**config.mk**
```make
export PLATFORM = sky130hd
export DESIGN_NAME = priority_sorted_alarm_table
export DESIGN_NICKNAME = d
export VERILOG_FILES = /design/src/design/psat_pkg.sv /design/src/design/priority_sorted_alarm_table.sv /design/src/design/psat_ctrl.sv /design/src/design/psat_datapath.sv
export VERILOG_INCLUDE_DIRS = /design/src /design/src/design
export SDC_FILE = /design/constraint.sdc
export NUM_CORES = 1
export LEC_CHECK = 0
export ABC_AREA = 1
export BUFFER_PORTS_ARGS = -buffer_cell sky130_fd_sc_hd__buf_2
export CAP_MARGIN = 20
export CELL_PAD_IN_SITES_DETAIL_PLACEMENT = 1
export CELL_PAD_IN_SITES_GLOBAL_PLACEMENT = 2
export CORE_UTILIZATION = 40
export CTS_BUF_LIST = sky130_fd_sc_hd__clkbuf_8
export DETAILED_ROUTE_END_ITERATION = 6
export GPL_TIMING_DRIVEN = 0
export PLACE_DENSITY = 0.81
export SYNTH_ARGS = -nofsm -noshare
export SYNTH_HDL_FRONTEND = slang
export SYNTH_SLANG_ARGS = --single-unit
export TNS_END_PERCENT = 100
```
**constraint.sdc**
```tcl
create_clock -name clock -period 9.3 [get_ports clock]
set_input_delay 2.79 -clock clock [delete_from_list [all_inputs] [get_ports clock]]
set_output_delay 2.79 -clock clock [all_outputs]
set_load 0.02 [all_outputs]
```
**src/design/priority_sorted_alarm_table_assert.svh**
```systemverilog
// Assertion macros for the priority sorted alarm table.
// Each macro expands to one labelled concurrent assertion on the rising clock edge.
`ifndef PRIORITY_SORTED_ALARM_TABLE_ASSERT_SVH
`define PRIORITY_SORTED_ALARM_TABLE_ASSERT_SVH

// The consequent must hold in the same cycle as the antecedent.
`define PSAT_ASSERT_NOW(label, clk, rst, ante, cons, msg) \
   label: assert property (@(posedge clk) disable iff (rst) (ante) |-> (cons)) \
      else $error(msg);

// The consequent must hold in the cycle after the antecedent.
`define PSAT_ASSERT_NEXT(label, clk, rst, ante, cons, msg) \
   label: assert property (@(posedge clk) disable iff (rst) (ante) |=> (cons)) \
      else $error(msg);

`endif

```
**src/design/psat_pkg.sv**
```systemverilog
`timescale 1ns / 1ps

package psat_pkg;

   localparam int TABLE_DEPTH_DEF = 16;
   localparam logic [7:0] EMPTY_CODE_DEF = 8'd0;

   localparam int KIND_W  = 2;
   localparam int CODE_W  = 8;
   localparam int PRIO_W  = 8;
   localparam int INDEX_W = 8;

   localparam logic [KIND_W-1:0] KIND_ADD   = 2'd0;
   localparam logic [KIND_W-1:0] KIND_CLEAR = 2'd1;
   localparam logic [KIND_W-1:0] KIND_QUERY = 2'd2;

   // Commands from the controller to the datapath.
   typedef struct packed {
      logic latch;
      logic compare;
      logic decide;
      logic apply;
      logic report;
   } cmd_type;

   // Status from the datapath to the controller.
   typedef struct packed {
      logic modify;
   } status_type;

endpackage

```
**src/design/priority_sorted_alarm_table.sv**
```systemverilog
// Sequence: after a request is accepted, the controller walks scan (compare), find (decide),
//   move (apply) and report when the table changes, and scan, find and report for a query
//   or no-op; the result strobe is registered from the report step. A new request is taken
//   only once busy has dropped after the report step of the previous one.
// Reset: synchronous, active high; empties every entry and drops any transfer in flight.
// The receiver cannot stall: rsp_valid is high for one cycle only for each result.
`timescale 1ns / 1ps

module priority_sorted_alarm_table #(
   parameter int                          TABLE_DEPTH = psat_pkg::TABLE_DEPTH_DEF,
   parameter logic [psat_pkg::CODE_W-1:0] EMPTY_CODE  = psat_pkg::EMPTY_CODE_DEF
) (
   input  logic                             clock,
   input  logic                             reset,
   input  logic                             start,
   output logic                             busy,
   input  logic [psat_pkg::KIND_W-1:0]      req_kind,
   input  logic [psat_pkg::CODE_W-1:0]      req_alarm_code,
   input  logic [psat_pkg::PRIO_W-1:0]      req_priority_req,
   input  logic [psat_pkg::INDEX_W-1:0]     req_read_index,
   output logic                             rsp_valid,
   output logic [psat_pkg::CODE_W-1:0]      rsp_top_code,
   output logic [$clog2(TABLE_DEPTH+1)-1:0] rsp_alarm_count,
   output logic                             rsp_any_active,
   output logic [psat_pkg::CODE_W-1:0]      rsp_code_at_index,
   output logic                             rsp_code_present,
   output logic                             rsp_add_stored
);

   // Controller and datapath talk through these two groups only.
   psat_pkg::cmd_type    cmd;
   psat_pkg::status_type status;

   // The controller sequences one request at a time and holds busy until
   // the report step has loaded the result registers.
   psat_ctrl u_ctrl (
      .clock  (clock),
      .reset  (reset),
      .start  (start),
      .busy   (busy),
      .status (status),
      .cmd    (cmd)
   );

   // The datapath keeps the sorted table in flip-flops. Compare every entry
   // against the request in parallel, pick the insert or removal slot with a
   // priority encoder, then shift the entries below that slot in one step.
   psat_datapath #(
      .TABLE_DEPTH (TABLE_DEPTH),
      .EMPTY_CODE  (EMPTY_CODE)
   ) u_datapath (
      .clock             (clock),
      .reset             (reset),
      .cmd               (cmd),
      .status            (status),
      .req_kind          (req_kind),
      .req_alarm_code    (req_alarm_code),
      .req_priority_req  (req_priority_req),
      .req_read_index    (req_read_index),
      .rsp_valid         (rsp_valid),
      .rsp_top_code      (rsp_top_code),
      .rsp_alarm_count   (rsp_alarm_count),
      .rsp_any_active    (rsp_any_active),
      .rsp_code_at_index (rsp_code_at_index),
      .rsp_code_present  (rsp_code_present),
      .rsp_add_stored    (rsp_add_stored)
   );

`include "priority_sorted_alarm_table_assert.svh"

   // A result transfer only appears once the controller has gone idle.
   `PSAT_ASSERT_NOW(a_strobe_idle, clock, reset, rsp_valid, !busy, "result strobe while busy")

   // An accepted request is never answered in the very next cycle.
   `PSAT_ASSERT_NEXT(a_accept_busy, clock, reset, start && !busy, busy && !rsp_valid,
      "accepted request did not raise busy")

   // The reported count is nonzero exactly when the active flag is set.
   `PSAT_ASSERT_NOW(a_count_active, clock, reset, rsp_valid,
      rsp_any_active == (rsp_alarm_count != '0), "count disagrees with active flag")

   // The top entry is empty exactly when nothing is active.
   `PSAT_ASSERT_NOW(a_top_active, clock, reset, rsp_valid,
      rsp_any_active == (rsp_top_code != EMPTY_CODE), "top code disagrees with active flag")

endmodule

```
**src/design/psat_ctrl.sv**
```systemverilog
`timescale 1ns / 1ps

module psat_ctrl (
   input  logic                  clock,
   input  logic                  reset,
   input  logic                  start,
   output logic                  busy,
   input  psat_pkg::status_type  status,
   output psat_pkg::cmd_type     cmd
);

   typedef enum logic [2:0] {
      ST_IDLE,
      ST_SCAN,
      ST_FIND,
      ST_MOVE,
      ST_REPORT
   } state_type;

   state_type state_ff, state_in;
   logic      busy_ff, busy_in;

   always_comb begin
      state_in = state_ff;
      busy_in  = busy_ff;
      case (state_ff)
         ST_IDLE: begin
            if (start) begin
               state_in = ST_SCAN;
               busy_in  = 1'b1;
            end
         end
         ST_SCAN:   state_in = ST_FIND;
         ST_FIND:   state_in = status.modify ? ST_MOVE : ST_REPORT;
         ST_MOVE:   state_in = ST_REPORT;
         ST_REPORT: begin
            state_in = ST_IDLE;
            busy_in  = 1'b0;
         end
         default: begin
            state_in = ST_IDLE;
            busy_in  = 1'b0;
         end
      endcase
   end

   always_ff @(posedge clock) begin
      if (reset) begin
         state_ff <= ST_IDLE;
         busy_ff  <= 1'b0;
      end else begin
         state_ff <= state_in;
         busy_ff  <= busy_in;
      end
   end

   assign busy        = busy_ff;
   assign cmd.latch   = (state_ff == ST_IDLE) && start && !busy_ff;
   assign cmd.compare = (state_ff == ST_SCAN);
   assign cmd.decide  = (state_ff == ST_FIND);
   assign cmd.apply   = (state_ff == ST_MOVE);
   assign cmd.report  = (state_ff == ST_REPORT);

endmodule

```
**src/design/psat_datapath.sv**
```systemverilog
`timescale 1ns / 1ps

module psat_datapath #(
   parameter int                          TABLE_DEPTH = psat_pkg::TABLE_DEPTH_DEF,
   parameter logic [psat_pkg::CODE_W-1:0] EMPTY_CODE  = psat_pkg::EMPTY_CODE_DEF
) (
   input  logic                                 clock,
   input  logic                                 reset,
   input  psat_pkg::cmd_type                    cmd,
   output psat_pkg::status_type                 status,
   input  logic [psat_pkg::KIND_W-1:0]          req_kind,
   input  logic [psat_pkg::CODE_W-1:0]          req_alarm_code,
   input  logic [psat_pkg::PRIO_W-1:0]          req_priority_req,
   input  logic [psat_pkg::INDEX_W-1:0]         req_read_index,
   output logic                                 rsp_valid,
   output logic [psat_pkg::CODE_W-1:0]          rsp_top_code,
   output logic [$clog2(TABLE_DEPTH+1)-1:0]     rsp_alarm_count,
   output logic                                 rsp_any_active,
   output logic [psat_pkg::CODE_W-1:0]          rsp_code_at_index,
   output logic                                 rsp_code_present,
   output logic                                 rsp_add_stored
);

   localparam int IDX_W = $clog2(TABLE_DEPTH);
   localparam int CNT_W = $clog2(TABLE_DEPTH+1);

   // Lowest set position of a vector.
   function automatic logic [IDX_W-1:0] first_set(input logic [TABLE_DEPTH-1:0] vec);
      logic [IDX_W-1:0] pos;
      pos = '0;
      for (int i = TABLE_DEPTH - 1; i >= 0; i--) begin
         if (vec[i]) begin
            pos = IDX_W'(i);
         end
      end
      return pos;
   endfunction

   logic [psat_pkg::CODE_W-1:0] code_ff [TABLE_DEPTH];
   logic [psat_pkg::PRIO_W-1:0] prio_ff [TABLE_DEPTH];

   logic [psat_pkg::KIND_W-1:0] kind_ff;
   logic [psat_pkg::CODE_W-1:0] req_code_ff;
   logic [psat_pkg::PRIO_W-1:0] req_prio_ff;
   logic [IDX_W-1:0]            read_idx_ff, read_idx_in;

   logic [TABLE_DEPTH-1:0] match_vec, empty_vec, match_ff, lower_ff;
   logic                   code_valid, add_ok, clear_ok;
   logic [IDX_W-1:0]       pos_ff;
   logic                   do_add_ff, do_clear_ff, stored_ff;

   logic                        rsp_valid_ff;
   logic [psat_pkg::CODE_W-1:0] top_code_ff, code_at_index_ff;
   logic [CNT_W-1:0]            count_ff, count_in;
   logic                        any_active_ff, present_ff, add_stored_ff;

   always_comb begin
      if ({1'b0, req_read_index} > (psat_pkg::INDEX_W+1)'(TABLE_DEPTH - 1)) begin
         read_idx_in = IDX_W'(TABLE_DEPTH - 1);
      end else begin
         read_idx_in = req_read_index[IDX_W-1:0];
      end
   end

   // Latch the request on acceptance.
   always_ff @(posedge clock) begin
      if (cmd.latch) begin
         kind_ff     <= req_kind;
         req_code_ff <= req_alarm_code;
         req_prio_ff <= req_priority_req;
         read_idx_ff <= read_idx_in;
      end
   end

   always_comb begin
      for (int i = 0; i < TABLE_DEPTH; i++) begin
         match_vec[i] = (code_ff[i] == req_code_ff);
         empty_vec[i] = (code_ff[i] == EMPTY_CODE);
      end
   end

   always_ff @(posedge clock) begin
      if (cmd.compare) begin
         match_ff <= match_vec;
         for (int i = 0; i < TABLE_DEPTH; i++) begin
            lower_ff[i] <= (prio_ff[i] < req_prio_ff);
         end
      end
   end

   assign code_valid = (req_code_ff != EMPTY_CODE);

   always_comb begin
      add_ok   = 1'b0;
      clear_ok = 1'b0;
      case (kind_ff)
         psat_pkg::KIND_ADD:   add_ok   = code_valid && !(|match_ff) && lower_ff[TABLE_DEPTH-1];
         psat_pkg::KIND_CLEAR: clear_ok = code_valid && (|match_ff);
         psat_pkg::KIND_QUERY: ;
         default: ;
      endcase
   end

   assign status.modify = add_ok || clear_ok;

   always_ff @(posedge clock) begin
      if (cmd.decide) begin
         pos_ff      <= add_ok ? first_set(lower_ff) : first_set(match_ff);
         do_add_ff   <= add_ok;
         do_clear_ff <= clear_ok;
         stored_ff   <= add_ok;
      end
   end

   // Insert shifts entries below the slot down; clear shifts them up.
   for (genvar g = 0; g < TABLE_DEPTH; g++) begin : g_entry
      always_ff @(posedge clock) begin
         if (reset) begin
            code_ff[g] <= EMPTY_CODE;
            prio_ff[g] <= '0;
         end else if (cmd.apply && (IDX_W'(g) >= pos_ff)) begin
            if (do_add_ff) begin
               if (IDX_W'(g) == pos_ff) begin
                  code_ff[g] <= req_code_ff;
                  prio_ff[g] <= req_prio_ff;
               end else if (g > 0) begin
                  code_ff[g] <= code_ff[(g > 0) ? g - 1 : 0];
                  prio_ff[g] <= prio_ff[(g > 0) ? g - 1 : 0];
               end
            end else if (do_clear_ff) begin
               if (g == TABLE_DEPTH - 1) begin
                  code_ff[g] <= EMPTY_CODE;
                  prio_ff[g] <= '0;
               end else begin
                  code_ff[g] <= code_ff[(g < TABLE_DEPTH - 1) ? g + 1 : g];
                  prio_ff[g] <= prio_ff[(g < TABLE_DEPTH - 1) ? g + 1 : g];
               end
            end
         end
      end
   end

   always_comb begin
      if (|empty_vec) begin
         count_in = CNT_W'(first_set(empty_vec));
      end else begin
         count_in = CNT_W'(TABLE_DEPTH);
      end
   end

   always_ff @(posedge clock) begin
      if (cmd.report) begin
         top_code_ff      <= code_ff[0];
         count_ff         <= count_in;
         any_active_ff    <= !empty_vec[0];
         code_at_index_ff <= code_ff[read_idx_ff];
         present_ff       <= code_valid && (|match_vec);
         add_stored_ff    <= stored_ff;
      end
   end

   always_ff @(posedge clock) begin
      if (reset) begin
         rsp_valid_ff <= 1'b0;
      end else begin
         rsp_valid_ff <= cmd.report;
      end
   end

   assign rsp_valid         = rsp_valid_ff;
   assign rsp_top_code      = top_code_ff;
   assign rsp_alarm_count   = count_ff;
   assign rsp_any_active    = any_active_ff;
   assign rsp_code_at_index = code_at_index_ff;
   assign rsp_code_present  = present_ff;
   assign rsp_add_stored    = add_stored_ff;

endmodule
```
# Word-level counts from Yosys, hierarchy flattened

Memories as Yosys holds them, arrays and structs flattened. A register that Yosys moved wholly into a read port is not among the register bits.
Index checks and enable logic that the tools add are counted.

Output and inout bits: 26
Memories: 2
Logic and storage cells: 602
Register bits: 81
RAM bits: 256
Input bits: 29

Memories:

| memory             | depth | width | read ports | clocked after Yosys merged registers in | wr ports | RTL line            | text |
|---|---|---|---|---|---|---|---|
| u_datapath.code_ff | 16    | 8     | 17         | 1                                       | 16       | psat_datapath.sv:39 | `logic [psat_pkg::CODE_W-1:0] code_ff [TABLE_DEPTH];` |
| u_datapath.prio_ff | 16    | 8     | 16         | 0                                       | 16       | psat_datapath.sv:40 | `logic [psat_pkg::PRIO_W-1:0] prio_ff [TABLE_DEPTH];` |

Bitwise gates (word level): 96
Order comparisons: 33
Mux-type cells: 358
Reductions and logical operators: 55
Eq/ne operators: 37

Operators by type and width:

| operator           | number |
|---|---|
| $mux 8             | 94 |
| $mux 1             | 210 |
| $mux 4             | 49 |
| $eq 8x8->1         | 16 |
| $logic_not 8->1    | 16 |
| $lt 8x8->1         | 16 |
| $or 1x1->1         | 94 |
| $reduce_or 16->1   | 3 |
| $eq 4x4->1 const A | 8 |
| $ge 4x4->1 const A | 8 |
| $logic_and 1x1->1  | 22 |
| $eq 3x4->1 const A | 4 |
| $ge 3x4->1 const A | 4 |
| $pmux 3 s4         | 1 |
| $reduce_or 9->1    | 1 |
| $eq 2x4->1 const A | 2 |
| $ge 1x4->1 const A | 2 |
| $ge 2x4->1 const A | 2 |
| $gt 8x4->1 const B | 1 |
| $reduce_bool 8->1  | 1 |
| $eq 3x2->1 const B | 2 |
| $mux 3             | 2 |
| $reduce_or 3->1    | 2 |
| $mux 5             | 1 |
| 15 further kinds   | 18 |

# Depth between registers and ports, before layout

Gate-level depths: netlist of the first run.

Word-level depth: 18
Mapped depth: 18
Depth with buffers taken out: 18

# Cells and area by module

A second synthesis of the first run with hierarchy kept.

Cells, all modules: 2,374
Area total of the unflattened synthesis: 21,466.8 um^2

By module, submodules not included:

| module        | area each (um^2) | seq. area each (um^2) | times used | cells each |
|---|---|---|---|---|
| psat_datapath | 21,270.4         | 10,229.8              | 1          | 2,345 |
| psat_ctrl     | 196.4            | 80.1                  | 1          | 29 |

# Worst setup path before layout of the first run

OpenSTA, ideal clock, no wires.

Kind: input to register
Start: input reset
End: memory u_datapath.code_ff[2][0] in the netlist's numbering (enable)
Arrival: 4,737 ps
Required time: 8,889 ps
Library setup time: 411 ps
Buffers on the path: 1
Slack: 4,152 ps
Stages: 6
Cell sequence: clkbuf_1 > nor3_1 > nand2_1 > nor2_1 > inv_1 > o21ai_0

RTL lines:

| what               | RTL line                          | text |
|---|---|---|
| start: declaration | priority_sorted_alarm_table.sv:14 | `input logic reset,` |
| end: declaration   | psat_datapath.sv:39               |  |

==> flow_summary.json, run 1 <==
{
  "power.switching_mw": 1.23,
  "synth_seq_cells": 345,
  "worstPathArrival_ps": 5910,
  "cts.path.max_buffers": 3,
  "grt_max_degree": 26,
  "syn-num-nets": 2542,
  "finish.utilization": 0.452,
  "routed_via_density": 6.21,
  "slew_headroom": 0.199,
  "pwr-share-comb": 0.152,
  "finalCriticalPeriod_ps": 5650,
  "start_kind": "input pin",
  "syn2layout_area_growth_pct": 11.5,
  "hold_viol": 0,
  "clkSinkCount": 345,
  "clk_latency_ps": 660,
  "setup_tns_ps": 0,
  "ys.warnings.count": 0,
  "end_kind": "register",
  "synthFlopType": "edfxtp_1",
  "port_buffers": 53,
  "finalClockSkew_ps": 45.4,
  "status": "finished clean",
  "ioPinCount": 55,
  "synth_edf_count": 340,
  "yosysSeqAreaShare": 0.484,
  "slew_viol_final": 0,
  "path_clk_slew_ps": 50,
  "power_frac_seq": 0.487,
  "hold_class": "register to register",
  "fin_crit_sh": 0.608,
  "antenna_found_initial": 4,
  "die_y_um": 233,
  "postCtsSetupRepairBufs": 0,
  "hpwlAfterDp_um": 73900,
  "power.leakage_nw": 9.39,
  "root_buffer": "clkbuf_8",
  "netSwitchingFraction": 0.317,
  "finalSetupViolations": 0,
  "n_antenna_cell": 0,
  "ctsHtreeMaxLevel": 3,
  "vias": 20300,
  "detail_route.first_pass.iterations": 5,
  "cts_tree": "built",
  "syn_avg_cell_area_um2": 8.87,
  "dp.cells": 3154,
  "crit_required_ps": 9560,
  "internal_power_mw": 2.64,
  "numCtsBuffers": 66,
  "setup_slack_ps": 3650,
  "drt_iter0_markers": 2127,
  "rsz0062_at_grt": "false",
  "routed_wl_um": 95300,
  "ir_drop_mv": 0.0827,
  "synthArstFlopShare": 0,
  "powerDensity_mw_per_mm2": 163,
  "cts_hold_buffers": 0,
  "grt_pass1_vias": 20500,
  "maxCapViolations": 0,
  "fillers": 6203,
  "dp_worst_setup_slack_ps": 3150,
  "fin_cells": 3266,
  "ys_types": 53,
  "num_rows": 84,
  "postRouteAntennaNets": 0,
  "final_common_cell": "nand2_1",
  "ctsResizeCount": 0,
  "core_mm2": 0.0526,
  "clock_power_share": 0.361,
  "gp_congestion": 1.03,
  "start_util": 0.405,
  "dieArea_mm2": 0.0542,
  "crit_type": "input pin to register",
  "grt_overflow": 0,
  "drive_above_1_share": 0.0768,
  "fmax_mhz": 177,
  "final_cell_mix": "nand2_1 (576), edfxtp_1 (340), inv_1 (257)",
  "die_w_um": 233,
  "grt_pass1_wl_um": 137000,
  "postSynthCellCount": 2401,
  "cp_max_fo": 16,
  "drcViolationCount": 0,
  "synth_area_mm2": 0.0213,
  "grt_use_total": 0.352,
  "avgRoutedWirePerCell_um": 29.2,
  "worstMarginPinSlew_ps": 1200,
  "nets": 2676
}
Yosys cell counts, drive strengths merged, types with 2 or more instances:
library cell,number,area (µm²)
a21o,8,60.1
o21a,11,82.6
dfxtp,5,100
inv,245,920
a21oi,132,661
o221ai,145,1270
nor2,186,726
nand3,84,425
clkbuf,102,383
o32ai,9,78.8
o211ai,69,518
nand4,37,231
buf,23,105
or2,9,56.3
a31oi,3,18.8
o21bai,2,15.0
nor3,31,171
a22oi,8,60.1
a221oi,4,35.0
o21ai,111,559
a21boi,7,52.6
xnor2,8,70.1
xor2,21,184
and3b,2,17.5
and3,8,50.1
o22ai,26,163
nor3b,3,22.5
clkinv,6,22.5
ha,112,1400
nor4,50,328
a211oi,7,52.6
edfxtp,340,10200
nand2,578,2170
power by group through the flow:
stage          logic, mW  registers [mW]  clock network [mW]
3_3_place_gp       0.529            1.91                   0
4_1_cts            0.573            1.88                1.41
3_5_place_dp       0.569            1.91                   0
5_1_grt            0.630            1.89                1.47
6_report           0.588            1.88                1.39
2_1_floorplan      0.316            1.88                   0
kinds of logic (layout without fill, tap and decap cells):
logic type	count (synthesis)	count (layout)	synth area share
and+or+nand+nor	991	991	0.198
AOI/OAI and AO/OA	547	547	0.172
buffers and inverters	376	553	0.0671
DFF	345	345	0.484
adders and majority gates	112	112	0.0658
xor gates and xnor gates	29	29	0.0119
muxes	1	1	0.000470
worst paths after layout:
kind | from | endpoint | slack, ps | cells after the start
setup / recovery | reset | u_datapath.prio_ff[3][14]$_DFFE_PP_ | 3650 | 6
hold reg to reg | u_ctrl.busy$_SDFFE_PP0P_ | u_ctrl.busy$_SDFFE_PP0P_ | 530 | 2
setup reg to reg | u_ctrl.state_ff[0]$_SDFFE_PP0P_ | u_datapath.prio_ff[0][0]$_DFFE_PP_ | 5300 | 7
hold / removal | u_ctrl.busy$_SDFFE_PP0P_ | u_ctrl.busy$_SDFFE_PP0P_ | 530 | 2
critical path, cell delays in order:
cell and delay (ps):
clkbuf_1 250, nor3_1 560, nand2_1 420, nor2_1 620, clkbuf_1 500, nand3b_1 770
area by class of cell:
class                   count  area (µm²)  share of cell area
flip-flops and latches    345       10300               0.434
multi-input cells        1680        9590               0.404
clock buffers              70         963              0.0405
inverters                 251         942              0.0396
well taps                 688         861              0.0362
plain buffers             125         493              0.0207
repair buffers             66         437              0.0184
clock inverters            41         166             0.00700
registers in the layout, indices dropped and copies added, names as in the netlist, 5 cells and up:
name / count
u_datapath.code_ff: 128
u_datapath.prio_ff: 128
u_datapath.lower_ff: 16
u_datapath.match_ff: 16
u_datapath.req_code_ff: 8
u_datapath.req_prio_ff: 8
u_datapath.rsp_code_at_index: 8
u_datapath.rsp_top_code: 8
u_datapath.rsp_alarm_count: 5
routing by layer:
metal  share of wire  global-route usage  wire, µm
met1            0.42               0.466     40000
met2            0.45               0.562     43200
met3           0.086              0.0664      8170
met4           0.042               0.152      3970
met5         0.00014                   0        13
stage by stage:
| stage | area, µm² | hold slack [ps] | total power [mW] |
|---|---|---|---|
| after floorplan | 21300 | 468 | 2.19 |
| after detailed placement | 22600 | 535 | 2.48 |
| final | 23800 | 533 | 3.87 |
| after global placement | 22400 | 471 | 2.44 |
| after CTS | 23700 | 545 | 3.86 |
| after global routing | 23800 | 586 | 3.98 |
No activity file was read; power rests on OpenSTA's default activity.
==> run 2, diff against run 1 <==
--- a/config.mk
+++ b/config.mk
@@ -11,11 +11,11 @@
 export CAP_MARGIN = 20
 export CELL_PAD_IN_SITES_DETAIL_PLACEMENT = 1
 export CELL_PAD_IN_SITES_GLOBAL_PLACEMENT = 2
-export CORE_UTILIZATION = 40
+export CORE_UTILIZATION = 37
 export CTS_BUF_LIST = sky130_fd_sc_hd__clkbuf_8
 export DETAILED_ROUTE_END_ITERATION = 6
 export GPL_TIMING_DRIVEN = 0
-export PLACE_DENSITY = 0.81
+export PLACE_DENSITY = 0.79
 export SYNTH_ARGS = -nofsm -noshare
 export SYNTH_HDL_FRONTEND = slang
 export SYNTH_SLANG_ARGS = --single-unit
==> constraint.sdc (replaced) <==
create_clock -name clock -period 4.7 [get_ports clock]
set_input_delay 1.41 -clock clock [delete_from_list [all_inputs] [get_ports clock]]
set_output_delay 1.41 -clock clock [all_outputs]
set_load 0.02 [all_outputs]
==> run 2 against run 1 <==
  * Largest power group unchanged
  * Combinational power is 97% higher
  * First-iteration DRC count is 0.80% higher
  * Cell count is 2.5% higher
==> flow_summary.json, run 2 (synthesis results as in run 1) <==
{
  "status": "finished clean",
  "port_buffers": 53,
  "place_area_mm2": 0.0227,
  "fin_crit_sh": 0.969,
  "antenna_found_initial": 2,
  "die_y_um": 242,
  "hpwlAfterDp_um": 74500,
  "cts.path.max_buffers": 3,
  "grt_use_total": 0.324,
  "numCtsBuffers": 68,
  "core_mm2": 0.0566,
  "slew_viol_final": 0,
  "crit_slowest_cell": "nand3b_1",
  "internal_power_mw": 5.28,
  "finalClockSkew_ps": 23.5,
  "dp.cells": 3221,
  "rsz0062_at_grt": "false",
  "wl_met2_um": 43500,
  "final_common_cell": "nand2_1",
  "gp_congestion": 0.994,
  "ctsResizeCount": 0,
  "dieArea_mm2": 0.0585,
  "nets": 2679,
  "final_cell_mix": "nand2_1 (576), edfxtp_1 (340), inv_1 (259)",
  "hold_class": "register to register",
  "ir_drop_mv": 0.187,
  "avgRoutedWirePerCell_um": 28.5,
  "drive_above_1_share": 0.0795,
  "clk_latency_ps": 670,
  "wl_met3_um": 6730,
  "drcViolationCount": 0,
  "power_frac_seq": 0.481,
  "die_w_um": 242,
  "ioPinCount": 55,
  "worstHoldEndpoint": "u_ctrl.busy$_SDFFE_PP0P_",
  "crit_required_ps": 4970,
  "clock_power_share": 0.369,
  "grt_overflow": 0,
  "r2r_end": "u_datapath.code_ff[13][2]$_DFFE_PP_",
  "hold_slack_ps": 517,
  "final_cell_area_mm2": 0.0239,
  "worstRegToRegCells": 5,
  "wl_met1_um": 41100,
  "path_clk_slew_ps": 50,
  "setup_slack_ps": 148,
  "cts_hold_buffers": 0,
  "routed_via_density": 5.99,
  "start_util": 0.376,
  "crit_type": "input pin to register",
  "finalSetupViolations": 0,
  "power.leakage_nw": 9.43,
  "vias": 20100,
  "postCtsSetupRepairBufs": 0,
  "grt_pass1_wl_um": 139000,
  "grt_pass1_vias": 20300,
  "min-delay-start": "u_ctrl.busy$_SDFFE_PP0P_",
  "netSwitchingFraction": 0.318,
  "slew_headroom": 0.204,
  "powerDensity_mw_per_mm2": 324,
  "start_kind": "input pin",
  "hold_viol": 0,
  "cts_tree": "built",
  "maxCapViolations": 0,
  "pwr-share-comb": 0.150,
  "worstMarginPinSlew_ps": 1190,
  "root_buffer": "clkbuf_8",
  "r2r_start": "u_datapath.do_add_ff$_DFFE_PN_",
  "num_rows": 87,
  "grt_max_degree": 26,
  "worstPathArrival_ps": 4820,
  "cp_max_fo": 16,
  "syn2layout_area_growth_pct": 12.3,
  "power.switching_mw": 2.47,
  "hold_depth": 2,
  "fmax_mhz": 220,
  "clkSinkCount": 345,
  "fin_cells": 3348,
  "reg_top3": "u_datapath.code_ff (128), u_datapath.prio_ff (128)",
  "end_kind": "register",
  "dr.max_layer_used": "met4",
  "detail_route.first_pass.iterations": 5,
  "ctsHtreeMaxLevel": 3,
  "dp_worst_setup_slack_ps": -362,
  "rrSetupSlack_ps": 530,
  "cp_common_cell": "clkbuf_1",
  "routed_wl_um": 95500,
  "critPathMaxStageDelay_ps": 840,
  "postRouteAntennaNets": 0,
  "drt_iter0_markers": 2144,
  "finalCriticalPeriod_ps": 4550,
  "cp_cell_sequence": "clkbuf_1, nor3_1, nand2_1, nor2_1, clkbuf_1, nand3b_1"
}
run 2: changes by cell type in the layout (fill, tap and decap cells not counted), sizes merged:
| cell | previous run | this run |
|---|---|---|
| bufinv | 0 | 1 |
| clkinv | 23 | 28 |
| diode | 0 | 2 |
| clkinvlp | 1 | 4 |
| inv | 268 | 271 |
run 2: power groups by stage:
stage               Combinational [mW]  Sequential [mW]  Clock [mW]
CTS                               1.13             3.72        2.91
floorplan                        0.626             3.71           0
global placement                  1.05             3.78           0
global route                      1.24             3.74        3.01
detailed placement                1.13             3.78           0
finish                            1.16             3.73        2.86
run 2: stage by stage:
step / TNS, ps / power, mW / utilization
after floorplan: 0 / 4.34 / -
after global placement: -39510 / 4.84 / 0.398
after detailed placement: -7100 / 4.91 / 0.401
after CTS: 0 / 7.76 / 0.422
after global routing: 0 / 7.99 / 0.423
final: 0 / 7.75 / 0.423
run 2: layout make-up:
type / instances / area (µm²)
Antenna cell: 2 / 5.00
Buffer: 125 / 494
Clock buffer: 69 / 950
Clock inverter: 53 / 256
Fill cell: 6708 / 32700
Inverter: 251 / 942
Multi-Input combinational cell: 1680 / 9590
Sequential cell: 345 / 10300
Tap cell: 756 / 946
Timing Repair Buffer: 67 / 439
run 2: metal layers:
metal	vias to the layer above	GRT usage
met3	210	0.0553
met2	848	0.519
met5	-	0
met4	0	0.132
met1	10000	0.435
li1	8961	-
run 2: worst max path at each step:
stage                      from                             endpoint  slack (ps)  cells past startpoint
after floorplan           reset   u_datapath.code_ff[2][0]$_DFFE_PP_         930                      6
after global placement    reset  u_datapath.code_ff[14][0]$_DFFE_PP_        -490                      5
after detailed placement  reset  u_datapath.code_ff[13][1]$_DFFE_PP_        -360                      6
after CTS                 reset  u_datapath.code_ff[13][2]$_DFFE_PP_         350                      6
after global routing      reset  u_datapath.code_ff[13][2]$_DFFE_PP_          40                      6
final                     reset  u_datapath.code_ff[13][2]$_DFFE_PP_         150                      6
run 2: worst max-delay path, delay by kind of cell:
kind | cells | cell delay, ps
buffers and inverters | 2 | 740
AND/OR/NAND/NOR | 4 | 2650
